--- src/sv/clnw_pkg.sv ---
// Shared types and constants of the count to display nibble writer.
`timescale 1ns / 1ps

package clnw_pkg;

    localparam int VALUE_W     = 32;
    localparam int BYTE_W      = 8;
    localparam int NIB_W       = 4;
    localparam int DIGITS      = 9;
    localparam int BCD_DIGITS  = 10;
    localparam int BEATS_INIT  = 10;
    localparam int BEATS_BYTE  = 2;
    localparam int BEATS_COUNT = 2 + 2 * DIGITS;
    localparam int MAX_BEATS   = (BEATS_COUNT > BEATS_INIT) ? BEATS_COUNT : BEATS_INIT;
    localparam int BEAT_IDX_W  = $clog2(MAX_BEATS);
    localparam int QUEUE_DEPTH = 2;

    typedef enum logic [1:0] {
        FUNC_INIT  = 2'd0,
        FUNC_CMD   = 2'd1,
        FUNC_CHAR  = 2'd2,
        FUNC_COUNT = 2'd3
    } t_func;

    typedef struct packed {
        logic [1:0]         func;
        logic [VALUE_W-1:0] value;
    } t_in_beat;

    typedef struct packed {
        logic             reg_select;
        logic [NIB_W-1:0] nibble;
        logic             last;
    } t_out_beat;

    typedef logic [DIGITS-1:0][NIB_W-1:0] t_digits;

    typedef struct packed {
        t_func             kind;
        logic [BYTE_W-1:0] data;
        t_digits           digits;
    } t_job;

endpackage

--- src/sv/clnw_front.sv ---
// Front end: accepts requests and turns counts into decimal digits.
`timescale 1ns / 1ps

module clnw_front (
    input  logic               i_clk,
    input  logic               i_rst_n,
    input  logic               i_in_valid,
    output logic               o_in_ready,
    input  clnw_pkg::t_in_beat i_in_data,
    output logic               o_job_valid,
    input  logic               i_job_ready,
    output clnw_pkg::t_job     o_job
);

    localparam int STEPS = clnw_pkg::VALUE_W / 2;
    localparam int CNT_W = $clog2(STEPS);
    localparam int BCD_W = clnw_pkg::NIB_W * clnw_pkg::BCD_DIGITS;

    function automatic logic [BCD_W-1:0] adjust(input logic [BCD_W-1:0] b);
        logic [BCD_W-1:0] r;
        r = b;
        for (int d = 0; d < clnw_pkg::BCD_DIGITS; d++) begin
            if (b[d*clnw_pkg::NIB_W +: clnw_pkg::NIB_W] >= 4'd5) begin
                r[d*clnw_pkg::NIB_W +: clnw_pkg::NIB_W] =
                    b[d*clnw_pkg::NIB_W +: clnw_pkg::NIB_W] + 4'd3;
            end
        end
        return r;
    endfunction

    logic                         r_busy, n_busy;
    logic                         r_job_vld, n_job_vld;
    logic [CNT_W-1:0]             r_cnt, n_cnt;
    logic [clnw_pkg::VALUE_W-1:0] r_shift, n_shift;
    logic [BCD_W-1:0]             r_bcd, n_bcd;
    clnw_pkg::t_job               r_job, n_job;

    logic             in_fire;
    logic             push_fire;
    logic [BCD_W-1:0] adj0, step1, adj1, step2;

    assign o_in_ready  = !r_busy && (!r_job_vld || i_job_ready);
    assign in_fire     = i_in_valid && o_in_ready;
    assign push_fire   = r_job_vld && i_job_ready;
    assign o_job_valid = r_job_vld;
    assign o_job       = r_job;

    assign adj0  = adjust(r_bcd);
    assign step1 = {adj0[BCD_W-2:0], r_shift[clnw_pkg::VALUE_W-1]};
    assign adj1  = adjust(step1);
    assign step2 = {adj1[BCD_W-2:0], r_shift[clnw_pkg::VALUE_W-2]};

    always_comb begin
        n_busy    = r_busy;
        n_job_vld = r_job_vld;
        n_cnt     = r_cnt;
        n_shift   = r_shift;
        n_bcd     = r_bcd;
        n_job     = r_job;
        if (push_fire) begin
            n_job_vld = 1'b0;
        end
        if (r_busy) begin
            n_shift = {r_shift[clnw_pkg::VALUE_W-3:0], 2'b00};
            n_bcd   = step2;
            n_cnt   = r_cnt + 1'b1;
            if (r_cnt == CNT_W'(STEPS - 1)) begin
                n_busy           = 1'b0;
                n_job_vld        = 1'b1;
                n_job.digits     = step2[clnw_pkg::DIGITS*clnw_pkg::NIB_W-1:0];
            end
        end
        if (in_fire) begin
            n_job.kind = clnw_pkg::t_func'(i_in_data.func);
            n_job.data = i_in_data.value[clnw_pkg::BYTE_W-1:0];
            case (clnw_pkg::t_func'(i_in_data.func))
                clnw_pkg::FUNC_COUNT: begin
                    n_busy  = 1'b1;
                    n_cnt   = '0;
                    n_shift = i_in_data.value;
                    n_bcd   = '0;
                end
                default: begin
                    n_job_vld = 1'b1;
                end
            endcase
        end
    end

    always_ff @(posedge i_clk) begin
        if (!i_rst_n) begin
            r_busy    <= 1'b0;
            r_job_vld <= 1'b0;
            r_cnt     <= '0;
        end else begin
            r_busy    <= n_busy;
            r_job_vld <= n_job_vld;
            r_cnt     <= n_cnt;
        end
    end

    always_ff @(posedge i_clk) begin
        r_shift <= n_shift;
        r_bcd   <= n_bcd;
        r_job   <= n_job;
    end

endmodule

--- src/sv/clnw_queue.sv ---
// Short job queue between the front end and the nibble sequencer.
`timescale 1ns / 1ps

module clnw_queue (
    input  logic           i_clk,
    input  logic           i_rst_n,
    input  logic           i_push_valid,
    output logic           o_push_ready,
    input  clnw_pkg::t_job i_push,
    output logic           o_pop_valid,
    input  logic           i_pop_ready,
    output clnw_pkg::t_job o_pop
);

    localparam int PTR_W = (clnw_pkg::QUEUE_DEPTH > 1) ? $clog2(clnw_pkg::QUEUE_DEPTH) : 1;
    localparam int CNT_W = $clog2(clnw_pkg::QUEUE_DEPTH + 1);

    clnw_pkg::t_job   r_mem [clnw_pkg::QUEUE_DEPTH];
    logic [PTR_W-1:0] r_wr, n_wr;
    logic [PTR_W-1:0] r_rd, n_rd;
    logic [CNT_W-1:0] r_cnt, n_cnt;

    logic push_fire;
    logic pop_fire;

    assign o_push_ready = (r_cnt != CNT_W'(clnw_pkg::QUEUE_DEPTH));
    assign o_pop_valid  = (r_cnt != '0);
    assign o_pop        = r_mem[r_rd];
    assign push_fire    = i_push_valid && o_push_ready;
    assign pop_fire     = o_pop_valid && i_pop_ready;

    always_comb begin
        n_wr  = r_wr;
        n_rd  = r_rd;
        n_cnt = r_cnt;
        if (push_fire) begin
            n_wr = (r_wr == PTR_W'(clnw_pkg::QUEUE_DEPTH - 1)) ? '0 : r_wr + 1'b1;
        end
        if (pop_fire) begin
            n_rd = (r_rd == PTR_W'(clnw_pkg::QUEUE_DEPTH - 1)) ? '0 : r_rd + 1'b1;
        end
        if (push_fire && !pop_fire) begin
            n_cnt = r_cnt + 1'b1;
        end else if (pop_fire && !push_fire) begin
            n_cnt = r_cnt - 1'b1;
        end
    end

    always_ff @(posedge i_clk) begin
        if (!i_rst_n) begin
            r_wr  <= '0;
            r_rd  <= '0;
            r_cnt <= '0;
        end else begin
            r_wr  <= n_wr;
            r_rd  <= n_rd;
            r_cnt <= n_cnt;
        end
    end

    always_ff @(posedge i_clk) begin
        if (push_fire) begin
            r_mem[r_wr] <= i_push;
        end
    end

endmodule

--- src/sv/clnw_back.sv ---
// Back end: walks each job and sends its bytes as nibble beats.
`timescale 1ns / 1ps

module clnw_back (
    input  logic                i_clk,
    input  logic                i_rst_n,
    input  logic                i_job_valid,
    output logic                o_job_ready,
    input  clnw_pkg::t_job      i_job,
    output logic                o_out_valid,
    input  logic                i_out_ready,
    output clnw_pkg::t_out_beat o_out_data
);

    localparam int IDX_W     = clnw_pkg::BEAT_IDX_W;
    localparam int BI_W      = IDX_W - 1;
    localparam int DIG_IDX_W = (clnw_pkg::DIGITS > 1) ? $clog2(clnw_pkg::DIGITS) : 1;

    localparam logic [clnw_pkg::BYTE_W-1:0] CMD_HOME    = 8'h02;
    localparam logic [clnw_pkg::BYTE_W-1:0] CMD_FUNC    = 8'h28;
    localparam logic [clnw_pkg::BYTE_W-1:0] CMD_DISPLAY = 8'h0C;
    localparam logic [clnw_pkg::BYTE_W-1:0] CMD_ENTRY   = 8'h06;
    localparam logic [clnw_pkg::BYTE_W-1:0] CMD_CLEAR   = 8'h01;
    localparam logic [clnw_pkg::NIB_W-1:0]  ASCII_HIGH  = 4'h3;

    logic                r_cur_vld, n_cur_vld;
    logic [IDX_W-1:0]    r_idx, n_idx;
    clnw_pkg::t_job      r_cur, n_cur;
    logic                r_out_vld, n_out_vld;
    clnw_pkg::t_out_beat r_out, n_out;

    logic                       slot_free;
    logic                       step;
    logic                       is_last;
    logic [IDX_W-1:0]           last_idx;
    logic [BI_W-1:0]            byte_idx;
    logic [IDX_W-1:0]           pos_full;
    logic [clnw_pkg::NIB_W-1:0] digit;
    logic [clnw_pkg::BYTE_W-1:0] cur_byte;
    logic                       cur_rs;
    clnw_pkg::t_out_beat        beat;

    assign slot_free   = !r_out_vld || i_out_ready;
    assign step        = r_cur_vld && slot_free;
    assign byte_idx    = r_idx[IDX_W-1:1];
    assign pos_full    = IDX_W'(clnw_pkg::DIGITS) - {1'b0, byte_idx};
    assign digit       = r_cur.digits[pos_full[DIG_IDX_W-1:0]];
    assign is_last     = (r_idx == last_idx);
    assign o_job_ready = !r_cur_vld || (step && is_last);
    assign o_out_valid = r_out_vld;
    assign o_out_data  = r_out;

    always_comb begin
        last_idx = IDX_W'(clnw_pkg::BEATS_BYTE - 1);
        cur_byte = r_cur.data;
        cur_rs   = 1'b0;
        case (r_cur.kind)
            clnw_pkg::FUNC_INIT: begin
                last_idx = IDX_W'(clnw_pkg::BEATS_INIT - 1);
                case (byte_idx)
                    BI_W'(0): cur_byte = CMD_HOME;
                    BI_W'(1): cur_byte = CMD_FUNC;
                    BI_W'(2): cur_byte = CMD_DISPLAY;
                    BI_W'(3): cur_byte = CMD_ENTRY;
                    default:  cur_byte = CMD_CLEAR;
                endcase
            end
            clnw_pkg::FUNC_CMD: begin
                cur_byte = r_cur.data;
            end
            clnw_pkg::FUNC_CHAR: begin
                cur_rs = 1'b1;
            end
            clnw_pkg::FUNC_COUNT: begin
                last_idx = IDX_W'(clnw_pkg::BEATS_COUNT - 1);
                if (byte_idx == '0) begin
                    cur_byte = CMD_CLEAR;
                end else begin
                    cur_byte = {ASCII_HIGH, digit};
                    cur_rs   = 1'b1;
                end
            end
            default: begin
                cur_byte = r_cur.data;
            end
        endcase
        beat.reg_select = cur_rs;
        beat.nibble     = r_idx[0] ? cur_byte[clnw_pkg::NIB_W-1:0]
                                   : cur_byte[clnw_pkg::BYTE_W-1:clnw_pkg::NIB_W];
        beat.last       = is_last;
    end

    always_comb begin
        n_cur_vld = r_cur_vld;
        n_idx     = r_idx;
        n_cur     = r_cur;
        n_out_vld = r_out_vld;
        n_out     = r_out;
        if (o_job_ready && i_job_valid) begin
            n_cur_vld = 1'b1;
            n_cur     = i_job;
            n_idx     = '0;
        end else if (step && is_last) begin
            n_cur_vld = 1'b0;
        end else if (step) begin
            n_idx = r_idx + 1'b1;
        end
        if (step) begin
            n_out_vld = 1'b1;
            n_out     = beat;
        end else if (i_out_ready) begin
            n_out_vld = 1'b0;
        end
    end

    always_ff @(posedge i_clk) begin
        if (!i_rst_n) begin
            r_cur_vld <= 1'b0;
            r_idx     <= '0;
            r_out_vld <= 1'b0;
        end else begin
            r_cur_vld <= n_cur_vld;
            r_idx     <= n_idx;
            r_out_vld <= n_out_vld;
        end
    end

    always_ff @(posedge i_clk) begin
        r_cur <= n_cur;
        r_out <= n_out;
    end

endmodule

--- src/sv/count_to_lcd_nibble_writer_core.sv ---
// Top level of the count to display nibble writer.
//
//   Channel   Direction  Handshake                  Payload
//   input     in         i_in_valid / o_in_ready    i_in_data  (func, value)
//   output    out        o_out_valid / i_out_ready  o_out_data (reg_select, nibble, last)
//
// The sequencer sends one nibble beat per cycle while the output is not
// stalled: 10 beats for init, 2 for a command or character, 20 for a count.
// A count is converted to decimal in the front end two bits per cycle,
// overlapped with the beats of earlier items. Reset is synchronous; it
// empties the queue and the output register. A stall on the output holds the
// beat and backs up through the queue to the input.
`timescale 1ns / 1ps

module count_to_lcd_nibble_writer_core (
    input  logic                i_clk,
    input  logic                i_rst_n,
    input  logic                i_in_valid,
    output logic                o_in_ready,
    input  clnw_pkg::t_in_beat  i_in_data,
    output logic                o_out_valid,
    input  logic                i_out_ready,
    output clnw_pkg::t_out_beat o_out_data
);

    logic           front_valid, front_ready;
    clnw_pkg::t_job front_job;
    logic           back_valid, back_ready;
    clnw_pkg::t_job back_job;

    clnw_front u_front (
        .i_clk       (i_clk),
        .i_rst_n     (i_rst_n),
        .i_in_valid  (i_in_valid),
        .o_in_ready  (o_in_ready),
        .i_in_data   (i_in_data),
        .o_job_valid (front_valid),
        .i_job_ready (front_ready),
        .o_job       (front_job)
    );

    clnw_queue u_queue (
        .i_clk        (i_clk),
        .i_rst_n      (i_rst_n),
        .i_push_valid (front_valid),
        .o_push_ready (front_ready),
        .i_push       (front_job),
        .o_pop_valid  (back_valid),
        .i_pop_ready  (back_ready),
        .o_pop        (back_job)
    );

    clnw_back u_back (
        .i_clk       (i_clk),
        .i_rst_n     (i_rst_n),
        .i_job_valid (back_valid),
        .o_job_ready (back_ready),
        .i_job       (back_job),
        .o_out_valid (o_out_valid),
        .i_out_ready (i_out_ready),
        .o_out_data  (o_out_data)
    );

endmodule

--- config.mk ---
export PLATFORM = sky130hd
export DESIGN_NAME = count_to_lcd_nibble_writer_core
export DESIGN_NICKNAME = d
export VERILOG_FILES = /design/src/sv/clnw_pkg.sv /design/src/sv/clnw_front.sv /design/src/sv/clnw_queue.sv /design/src/sv/clnw_back.sv /design/src/sv/count_to_lcd_nibble_writer_core.sv
export SDC_FILE = /design/constraint.sdc
export NUM_CORES = 1
export LEC_CHECK = 0
export BUFFER_PORTS_ARGS = -buffer_cell sky130_fd_sc_hd__buf_2
export CAP_MARGIN = 0
export CELL_PAD_IN_SITES_DETAIL_PLACEMENT = 0
export CELL_PAD_IN_SITES_GLOBAL_PLACEMENT = 1
export CORE_ASPECT_RATIO = 1.75
export CORE_MARGIN = 2
export CORE_UTILIZATION = 46
export DETAILED_ROUTE_END_ITERATION = 16
export PLACE_DENSITY_LB_ADDON = 0.1
export SYNTH_ARGS = -nofsm -noshare
export SYNTH_HDL_FRONTEND = slang
export SYNTH_HIERARCHICAL = 1
export SYNTH_SLANG_ARGS = --single-unit
--- constraint.sdc ---
create_clock -name i_clk -period 2.94 [get_ports i_clk]
set_input_delay 0.147 -clock i_clk [delete_from_list [all_inputs] [get_ports i_clk]]
set_output_delay 0.147 -clock i_clk [all_outputs]
set_load 0.02 [all_outputs]
==> summary.md, run 1 <==
| Metric | Value |
|---|---|
| Slew HR | `38.6%` |
| DR vias/cell | `5.32` |
| Core area | `26000 sq um` |
| Most used DFF post-synth | `edfxtp_1` |
| Post-synthesis async set-or-reset flop share | `0%` |
| Initial DRC Count | `405` |
| Area of the multi-input gates | `4360 sq um` |
| RSZ-0062 raised after global routing | `no` |
| Finish-stage setup viols | `0` |
| Register area share after synthesis | `61.3%` |
| CP cell instances | `ha_1, nor3_1, o2111ai_2, o21ai_0, o21ai_1, ha_1, or3_1, a21boi_1` |
| Starting Density | `46.7%` |
| Residual DRC count | `0` |
| Post-CTS sizing | `0` |
| CP most frequent cell | `ha_1` |
| Fin. Hold Viols | `0` |
| Row count | `78` |
| Syn nets | `1015` |
| Arrival @ worst endpoint | `2.93 ns` |
| Largest net degree at the start of global routing | `48` |
| Sink count of the clock tree | `276` |
| Fmax | `405 MHz` |
| Metal2 WL | `12.6 mm` |
| Metal-1 WL | `9.61 mm` |
| Least-Margin Pin Slew | `0.909 ns` |
| First-pass GRT wire length | `39.0 mm` |
| Power Total | `14.2 mW` |
| Bufs on Longest Clock Path | `3` |
| Total Neg Setup Slack | `0 ns` |
| Minimum clock period | `2.47 ns` |
| Post-DP HPWL | `16.5 mm` |
| GPL Wtd Cong | `0.840` |
| Syn. warnings | `6` |
| Worst VDD drop | `0.591 mV` |
| Cell family with most CP delay | `compound AO/OA/AOI/OAI gates` |
| Critical path capture point type | `register` |
| CTS buffer count | `27` |
| DR WL met3 | `563 um` |
| Tot GR Track Use | `17.7%` |
| Pleak | `5.09 nW` |
| Top layer used by detailed routing | `met4` |
| Initial antenna violation count | `1` |
| Root Buffer | `clkbuf_16` |
| Crit path largest cell delay | `0.42 ns` |
| Fin nets | `1106` |
| CTS H-Tree Depth | `1` |
| Worst Setup Start Kind | `register` |
| Vias | `7339` |
| Area Overhead vs Synth | `16.0%` |
| Max FO, Critical Path | `6` |
| GRT overflow | `0` |
| I/O pin total | `46` |
| Drt first pass iters | `4` |
| Tcrit/Tclk final | `84.0%` |
| Buf+Inv Stages, Crit Path | `0` |
| Die height | `219 um` |
| Hold WC Path Type | `in2reg` |
| Max_cap viols | `0` |
| Final setup margin | `0.471 ns` |
| Worst-skew pair later-pin latency | `0.53 ns` |
| Synth Area per Inst | `12.8 sq um` |
| Placement Setup Slack | `0.478 ns` |
| Post-route ant nets | `0` |
| Die area | `27700 sq um` |
| Final WL | `23.6 mm` |
| Layout Skew | `0.0140 ns` |
| Final Max Slew Viols | `0` |
| #FFs+latches synth | `276` |
| Port buffer count | `45` |
| Worst-path clk slew | `0.06 ns` |
| Register area | `7430 sq um` |
| Power Density | `1010 nW/um^2` |
| CP max stage cell | `edfxtp_1` |
| Fin cells | `1380` |
| Outcome | `complete, no violations` |
| CP Class | `reg2reg` |
| Distinct cell type count after synthesis | `72` |
| Post-synth EDFFs | `190` |
| Filler cell count | `2226` |
| CTS tree | `yes` |
| Placed instance count | `1295` |
| Mapped cell area | `12100 sq um` |
| WL/cell | `17.1 um` |
| CP required | `3.40 ns` |
| Cells after Synth | `949` |
| Die W | `127 um` |
| Vias in the first global route | `7487` |
| Share of cells above drive strength 1 | `19.3%` |
synth_stat cells (all sizes together), types with 3 or more instances:
cell,count,area [sq um]
a211oi,3,27.5
a21boi,8,60.1
a21o,11,82.6
a21oi,49,287
a31oi,10,62.6
and2,9,56.3
and3,16,105
buf,25,150
clkbuf,13,50.0
dfxtp,86,1720
edfxtp,190,5710
ha,28,350
inv,35,131
mux2,58,653
mux2i,47,470
mux4,6,150
nand2,75,282
nand2b,20,133
nand3,11,55.1
nand3b,7,52.6
nand4,3,18.8
nor2,45,169
nor3,10,50.1
nor3b,11,87.6
nor4,4,43.8
o21a,18,135
o21ai,79,414
o22ai,7,43.8
o31ai,8,60.1
or2,4,25.0
or3,3,18.8
xnor2,20,194
xor2,7,61.3
path summary, 6_finish.rpt:
| check | slack (ns) | depth (start not counted) | startpoint | end |
|---|---|---|---|---|
| setup / recovery | 0.47 | 8 | u_back/r_cur[45] | u_queue/r_cnt[1] |
| setup reg to reg | 0.47 | 8 | u_back/r_cur[45] | u_queue/r_cnt[1] |
| hold reg to reg | 0.44 | 0 | u_front/o_job[35] | u_queue/r_mem[0][35] |
| hold / removal | 0.17 | 3 | i_in_valid | u_front/o_job[39] |
cell type report:
cell class / count / area share, %
Antenna cell: 1 / 0.0178
Clock buffer: 28 / 4.83
Sequential cell: 276 / 52.9
Timing Repair Buffer: 100 / 5.63
Inverter: 35 / 0.935
Tap cell: 320 / 2.85
Multi-Input combinational cell: 600 / 31.0
Clock inverter: 20 / 1.83
layout by cell type, fill, tap and decap left out, types with 4 or more instances in the layout:
master	n
dlygate4sd3_1	36
nand2b_1	19
nand3_1	11
mux4_1	4
and2_1	7
o21a_1	18
nor3_1	10
o22ai_1	7
nor3b_1	10
xnor2_1	19
nand2_1	75
mux2_2	56
clkinv_1	4
a31oi_1	10
or2_2	4
o21ai_1	23
buf_4	14
edfxtp_1	190
a21oi_2	11
o21ai_0	51
and3_1	13
ha_1	28
bufinv_16	5
buf_2	45
a21boi_1	5
dfxtp_1	84
a21oi_1	38
mux2i_1	47
xor2_1	7
nand3b_1	7
o21ai_2	5
inv_1	32
a21o_1	11
buf_12	5
nor2_1	45
clkbuf_16	27
o31ai_1	8
per-layer routing:
layer / vias up / global-route usage, %
met4: 0 / 7.25
met5: - / 0
met3: 43 / 2.03
met2: 96 / 32.7
met1: 3520 / 20.7
li1: 3680 / -
power by group:
group / internal (mW) / switching, mW / total, mW
registers: 5.31 / 0.566 / 5.87
logic: 2.04 / 2.70 / 4.74
clock network: 2.14 / 1.48 / 3.63
total: 9.49 / 4.74 / 14.2
per-stage QoR:
| step | util (%) | area [sq um] | hold slack (ns) |
|---|---|---|---|
| final | 54.1 | 14100 | 0.166 |
| after global routing | 54.1 | 14100 | 0.173 |
| after CTS | 54.1 | 14000 | 0.141 |
| after detailed placement | 49.1 | 12800 | 0.345 |
| after global placement | 49.1 | 12800 | 0.338 |
| after floorplan | - | 12100 | 0.246 |
state kept, by name, indices dropped and copies added, names as in the netlist, 2 cells and up, named ones only:
signal	cells
u_queue/r_cnt	2
u_back/r_cur	46
u_front/r_cnt	4
u_queue/r_mem	92
u_front/r_shift	32
u_front/o_job	46
u_back/r_idx	5
u_back/o_out_data	6
u_front/r_bcd	36
tightest hold or removal path, stage by stage:
cell	delay [ns]
buf_2	0.07
and2_1	0.12
buf_4	0.20
timing repair:
| item | 4_1_cts | 5_1_grt |
|---|---|---|
| buffers inserted | 0 | 0 |
| hold buffers | 36 | 0 |
| endpoints found under the hold margin | 49 | 0 |
cells by family (layout without fill, tap and decap cells):
group | after synthesis | count (layout) | synth area share, %
flip-flops | 276 | 276 | 61.3
AND/OR/NAND/NOR | 224 | 224 | 9.42
AO/OA/AOI/OAI | 210 | 210 | 11.0
multiplexers | 111 | 111 | 10.5
buffers and inverters | 73 | 183 | 2.74
adder cells (fa/ha/maj) | 28 | 28 | 2.89
XOR/XNOR | 27 | 27 | 2.11
other | 0 | 1 | 0
(Power assumes the default switching activity.)
==> run 2: changes to the inputs <==
clock period = 2.1 ns   (was 2.94 ns; I/O delays follow)
==> run 2 against run 1 <==
  * The run now ends with setup timing left
  * First-iteration DRC count down 13%
  * Cell area up 5.4%
  * Cell count up 4.1%
  * Hold slack worse by 0.15 ns
  * Routed wire length up 3.8%
  * Combinational power up 81%
  * Clock-buffer cell count up 6
  * Highest routed layer unchanged
==> summary.md, run 2 (same netlist as run 1, synthesis figures left out) <==
| Metric | Value |
|---|---|
| Final Max Slew Viols | `0 (unchanged)` |
| Starting Density | `46.7% (unchanged)` |
| Fin nets | `1163 (was 1106)` |
| Final setup margin | `-0.0773 ns (was 0.471 ns)` |
| Row count | `78 (unchanged)` |
| Layout Skew | `0.0146 ns (was 0.0140 ns)` |
| Post-DP HPWL | `16.2 mm (was 16.5 mm)` |
| Hold_sp | `i_rst_n (was i_in_valid)` |
| Worst-path clk slew | `0.06 ns (about the same)` |
| Sink count of the clock tree | `276 (unchanged)` |
| Residual DRC count | `0 (unchanged)` |
| Reg2reg end | `u_queue/r_cnt[1] (unchanged)` |
| Critical path capture point type | `register (unchanged)` |
| Commonest non-fill, non-tap cell in the layout | `edfxtp_1 (unchanged)` |
| CP Class | `reg2reg (unchanged)` |
| Placed instance count | `1339 (was 1295)` |
| CTS buffer count | `26 (was 27)` |
| Fin cells | `1437 (was 1380)` |
| Post-route ant nets | `0 (unchanged)` |
| CTS H-Tree Depth | `1 (unchanged)` |
| Worst hold path depth | `3 (unchanged)` |
| Reg2Reg Depth | `8 (unchanged)` |
| Design Area, Final | `14800 sq um (was 14100 sq um)` |
| Internal power | `14.1 mW (was 9.49 mW)` |
| CP required | `2.55 ns (was 3.40 ns)` |
| Tot GR Track Use | `17.6% (was 17.7%)` |
| Drt first pass iters | `4 (unchanged)` |
| WL/cell | `17.1 um (about the same)` |
| FF-to-FF setup slack | `-0.08 ns (was 0.47 ns)` |
| Initial antenna violation count | `0 (was 1)` |
| Max_cap viols | `0 (unchanged)` |
| GRT overflow | `0 (unchanged)` |
| Minimum clock period | `2.18 ns (was 2.47 ns)` |
| # diodes | `0 (was 1)` |
| Arrival @ worst endpoint | `2.63 ns (was 2.93 ns)` |
| Tcrit/Tclk final | `104% (was 84.0%)` |
| Finish-stage setup viols | `4 (was 0)` |
| Core area | `26000 sq um (unchanged)` |
| First-pass GRT wire length | `39.0 mm (about the same)` |
| Net Sw Power | `7.22 mW (was 4.74 mW)` |
| Largest net degree at the start of global routing | `63 (was 48)` |
| Worst Setup Start Kind | `register (unchanged)` |
| Hold WC Path Type | `in2reg (unchanged)` |
| Die area | `27700 sq um (unchanged)` |
| Die W | `127 um (unchanged)` |
| GPL Wtd Cong | `0.794 (was 0.840)` |
| Vias | `7542 (was 7339)` |
| Least-Margin Pin Slew | `0.543 ns (was 0.909 ns)` |
| Root Buffer | `clkbuf_16 (unchanged)` |
| Area Overhead vs Synth | `22.2% (was 16.0%)` |
| CTS tree | `yes (unchanged)` |
| I/O pin total | `46 (unchanged)` |
| Power Total | `21.3 mW (was 14.2 mW)` |
| Failing checks | `setup timing` |
| Placed instance area | `13200 sq um (was 12800 sq um)` |
| Pleak | `5.40 nW (was 5.09 nW)` |
| Worst VDD drop | `0.753 mV (was 0.591 mV)` |
| Slew HR | `63.8% (was 38.6%)` |
| Biggest register | `u_queue/r_mem (unchanged)` |
| DR vias/cell | `5.25 (was 5.32)` |
| RSZ-0062 raised after global routing | `yes (was no)` |
| Comb power frac | `40.3% (was 33.3%)` |
| Max reg flops | `92 (unchanged)` |
| Sw Share | `33.9% (was 33.3%)` |
| Initial DRC Count | `351 (was 405)` |
| Port buffer count | `45 (unchanged)` |
| Bufs on Longest Clock Path | `3 (unchanged)` |
| Total Neg Setup Slack | `-0.218 ns (was 0 ns)` |
| Share of cells above drive strength 1 | `27.8% (was 19.3%)` |
| Vias in the first global route | `7582 (was 7487)` |
| Outcome | `complete, but fails checks (was complete, no violations)` |
| Fmax | `459 MHz (was 405 MHz)` |
| Reg2reg start | `u_back/r_cur[45] (unchanged)` |
| Die height | `219 um (unchanged)` |
| Most frequent cells in the layout | `edfxtp_1 (190), dfxtp_1 (76), nand2_1 (75), buf_4 (60), mux2_2 (56) (was edfxtp_1 (190), dfxtp_1 (84), nand2_1 (75), mux2_2 (56), o21ai_0 (51))` |
| Fin. Hold Viols | `0 (unchanged)` |
| Seq pwr share | `38.6% (was 41.3%)` |
| Clk pwr share | `21.0% (was 25.5%)` |
| Final WL | `24.5 mm (was 23.6 mm)` |
| WHS Endpoint | `u_front/r_cnt[0] (was u_front/o_job[39])` |
| Max FO, Critical Path | `3 (was 6)` |
| Power Density | `1440 nW/um^2 (was 1010 nW/um^2)` |
| Worst-skew pair later-pin latency | `0.53 ns (about the same)` |
| Post-layout utilization of the core | `57.0% (was 54.1%)` |
run 2: critical path, cell delays in order, from the launching register on:
cell and delay, ns:
edfxtp_1 0.46, ha_4 0.22, and3_4 0.18, o2111ai_4 0.25
o21ai_2 0.12, o21ai_2 0.09, ha_2 0.29, or3_1 0.34
a21boi_1 0.14
run 2: worst max path at each step:
stage                      startpoint           endpoint  slack [ns]  depth (start not counted)
floorplan           u_front/r_bcd[33]  u_front/r_bcd[34]       0.001                         11
global placement    u_front/r_bcd[33]  u_front/r_bcd[34]       -0.07                         11
detailed placement  u_front/r_bcd[33]  u_front/r_bcd[34]       -0.08                         11
CTS                  u_back/r_cur[45]   u_queue/r_cnt[1]       -0.04                          9
global route         u_back/r_cur[45]   u_queue/r_cnt[1]       -0.22                         10
finish               u_back/r_cur[45]   u_queue/r_cnt[1]       -0.08                          8
run 2: metal layers:
layer	share of wire (%)	routed length, um	vias up	global-route usage (%)
met1	40	9880	3616	20.4
met4	3.6	894	0	7.55
met2	54	13200	77	32.7
met5	0	0	-	0
met3	2.1	518	43	2.03
li1	-	-	3806	-
run 2: layout make-up:
type                            instances  area, sq um
Multi-Input combinational cell        600         4700
Timing Repair Buffer                  158         1310
Clock inverter                         14         92.6
Sequential cell                       276         7440
Tap cell                              320          400
Clock buffer                           34          732
Inverter                               35          134
Fill cell                            2162        11200
run 2: stage by stage:
step / worst slack, ns / hold WS [ns]
3_3_place_gp: -0.0670 / 0.298
6_report: -0.0773 / 0.0183
3_5_place_dp: -0.0832 / 0.302
4_1_cts: -0.0367 / -0.0725
5_1_grt: -0.225 / 0.0431
2_1_floorplan: 0.000985 / 0.204
run 2: power by group through the flow:
stage	clock network (mW)	registers (mW)	logic [mW]
final	4.48	8.23	8.59
after global routing	4.82	8.38	9.56
after CTS	4.62	8.17	7.91
after detailed placement	0	8.27	7.63
after global placement	0	8.26	7.55
after floorplan	0	8.11	5.33
run 2: timing repair:
| action | CTS | global route |
|---|---|---|
| hold buffers | 40 | 2 |
| gates resized for setup | 9 | 59 |
| pin swaps | 7 | 18 |
| endpoints found under the hold margin | 53 | 3 |
| setup endpoints to repair | 4 | 46 |
| setup buffers | 3 | 6 |
==> run 3: changes to the inputs <==
GPL_TIMING_DRIVEN = 0   (was unset)
==> run 3 against run 2 <==
  * The run still ends with setup timing left
  * Clock power barely moved
  * Hold slack improved by 0.12 ns
  * Cell count fell by 0.70%
  * Non-clock buffer count fell by 8
  * Die area did not move
  * Highest routed layer unchanged
==> summary.md, run 3 (same netlist as run 1, synthesis figures left out) <==
| Metric | Value |
|---|---|
| Worst-skew pair later-pin latency | `0.53 ns (about the same)` |
| Largest net degree at the start of global routing | `47 (was 63)` |
| Reg2Reg Depth | `10 (was 8)` |
| I/O pin total | `46 (unchanged)` |
| First-pass GRT wire length | `40.6 mm (was 39.0 mm)` |
| WL/cell | `18.4 um (was 17.1 um)` |
| RSZ-0062 raised after global routing | `yes (unchanged)` |
| Biggest register | `u_queue/r_mem (unchanged)` |
| Drt first pass iters | `6 (was 4)` |
| DR vias/cell | `5.38 (was 5.25)` |
| GRT overflow | `0 (unchanged)` |
| Minimum clock period | `2.21 ns (was 2.18 ns)` |
| Final Max Slew Viols | `0 (unchanged)` |
| Outcome | `complete, but fails checks (unchanged)` |
| Final WL | `26.2 mm (was 24.5 mm)` |
| Area Overhead vs Synth | `21.9% (was 22.2%)` |
| Hold_sp | `i_in_valid (was i_rst_n)` |
| GPL Wtd Cong | `0.809 (was 0.794)` |
| Tcrit/Tclk final | `105% (was 104%)` |
| Vias in the first global route | `7580 (was 7582)` |
| Worst hold path depth | `3 (unchanged)` |
| Fin. Hold Viols | `0 (unchanged)` |
| Post-DP HPWL | `17.8 mm (was 16.2 mm)` |
| Layout Skew | `0.0156 ns (was 0.0146 ns)` |
| Crit path largest cell delay | `0.44 ns (was 0.46 ns)` |
| Die W | `127 um (unchanged)` |
| Worst Setup Start Kind | `register (unchanged)` |
| Die area | `27700 sq um (unchanged)` |
| Finish-stage setup viols | `48 (was 4)` |
| CTS tree | `yes (unchanged)` |
| Vias | `7676 (was 7542)` |
| Max FO, Critical Path | `5 (was 3)` |
| Failing checks | `setup timing (unchanged)` |
| CTS buffer count | `25 (was 26)` |
| Reg2reg start | `u_back/r_cur[45] (unchanged)` |
| Critical path capture point type | `register (unchanged)` |
| Arrival @ worst endpoint | `2.68 ns (was 2.63 ns)` |
| CP max stage cell | `edfxtp_1 (unchanged)` |
| Max reg flops | `92 (unchanged)` |
| Slew HR | `42.0% (was 63.8%)` |
| # diodes | `0 (unchanged)` |
| Worst VDD drop | `0.892 mV (was 0.753 mV)` |
| Port buffer count | `45 (unchanged)` |
| Share of cells above drive strength 1 | `29.1% (was 27.8%)` |
| Core area | `26000 sq um (unchanged)` |
| Fmax | `452 MHz (was 459 MHz)` |
| CP Class | `reg2reg (unchanged)` |
| Root Buffer | `clkbuf_16 (unchanged)` |
| Worst-path clk slew | `0.07 ns (was 0.06 ns)` |
| Post-route ant nets | `0 (unchanged)` |
| Max_cap viols | `0 (unchanged)` |
| Die height | `219 um (unchanged)` |
| Filler cell count | `2179 (was 2162)` |
| CP cell instances | `ha_4, and3_4, o2111ai_4, o21ai_2, buf_4, o21ai_4, ha_4, xor2_1, or3_1, a21boi_1 (was ha_4, and3_4, o2111ai_4, o21ai_2, o21ai_2, ha_2, or3_1, a21boi_1)` |
| Reg2reg end | `u_queue/r_cnt[1] (unchanged)` |
| Hold WC Path Type | `in2reg (unchanged)` |
| Power Density | `1450 nW/um^2 (was 1440 nW/um^2)` |
| Hold WS | `0.143 ns (was 0.0183 ns)` |
| Fin nets | `1154 (was 1163)` |
| Starting Density | `46.7% (unchanged)` |
| Area of the multi-input gates | `4890 sq um (was 4700 sq um)` |
| Post-layout utilization of the core | `56.9% (was 57.0%)` |
| Bufs on Longest Clock Path | `3 (unchanged)` |
| CP most frequent cell | `ha_4 (was o21ai_2)` |
| Least-Margin Pin Slew | `0.870 ns (was 0.543 ns)` |
| CP required | `2.57 ns (was 2.55 ns)` |
| Sink count of the clock tree | `276 (unchanged)` |
| Placement Setup Slack | `-0.450 ns (was -0.0832 ns)` |
| Pleak | `5.34 nW (was 5.40 nW)` |
| FF-to-FF setup slack | `-0.11 ns (was -0.08 ns)` |
| Initial DRC Count | `334 (was 351)` |
| Final setup margin | `-0.113 ns (was -0.0773 ns)` |
| Total Neg Setup Slack | `-3.85 ns (was -0.218 ns)` |
| Residual DRC count | `0 (unchanged)` |
| Tot GR Track Use | `18.9% (was 17.6%)` |
| Commonest non-fill, non-tap cell in the layout | `edfxtp_1 (unchanged)` |
| CTS H-Tree Depth | `1 (unchanged)` |
| Power Total | `21.4 mW (was 21.3 mW)` |
| Most frequent cells in the layout | `edfxtp_1 (190), nand2_1 (75), dfxtp_1 (70), mux2_2 (56), buf_2 (54) (was edfxtp_1 (190), dfxtp_1 (76), nand2_1 (75), buf_4 (60), mux2_2 (56))` |
| WHS Endpoint | `u_front/o_job[39] (was u_front/r_cnt[0])` |
| Initial antenna violation count | `0 (unchanged)` |
| Register area | `7450 sq um (was 7440 sq um)` |
| Row count | `78 (unchanged)` |
-- run 3: changes by cell type in the layout (fill, tap and decap cells not counted), moves of 7 or more --
cell	delta
buf_2	+9
buf_4	-25
clkbuf_1	+12
buf_6	+7
buf_12	-9
-- run 3: worst max-delay path by stage --
stage,cells after the start,endpoint,start
6_report,10,u_queue/r_cnt[1],u_back/r_cur[45]
5_1_grt,11,u_queue/r_cnt[1],u_back/r_cur[45]
4_1_cts,6,u_back/r_cur[38],u_back/r_cur[45]
3_5_place_dp,7,u_front/r_bcd[18],u_queue/r_cnt[0]
3_3_place_gp,3,u_queue/r_mem[0][38],u_queue/r_cnt[0]
2_1_floorplan,11,u_front/r_bcd[34],u_front/r_bcd[33]
-- run 3: layout make-up --
type | instances | area share (%)
buffer | 38 | 1.59
clock buffer | 36 | 4.81
clock inverter | 10 | 0.619
inverter | 35 | 0.958
multi-input combinational | 600 | 33.1
sequential | 276 | 50.5
tap | 320 | 2.71
timing repair buffer | 112 | 5.70
-- run 3: through the flow --
step	area [sq um]	instances
after floorplan	12200	949
after global placement	12800	1314
after detailed placement	12800	1315
after CTS	14300	1412
after global routing	14800	1427
final	14800	1427
-- run 3: critical path: cells and delay by family, from the launching register on --
kind            cells  cell delay [ns]
compound gates      4             0.53
simple gates        2             0.51
flops               1             0.44
fa+ha+maj           2             0.39
buf+inv             1             0.15
xor+xnor            1             0.14
-- run 3: repair_timing --
| item | 4_1_cts | 5_1_grt |
|---|---|---|
| setup endpoints to repair | 128 | 156 |
| pin swaps | 13 | 14 |
| endpoints found under the hold margin | 51 | 0 |
| hold buffers | 37 | 0 |
| setup buffers | 14 | 15 |
| resized for setup | 57 | 68 |
-- run 3: layer usage --
metal,global-route usage (%),up-vias,wire length [um]
met3,1.88,44,722
met5,0,-,0
li1,-,3786,-
met4,6.78,0,732
met2,36.5,136,14700
met1,21.3,3710,10100
-- run 3: power breakdown --
group          leakage (nW)  switching, mW  internal (mW)
registers              2.47          0.888           7.46
clock network         0.385           1.98           2.50
logic                  2.49           4.53           4.02
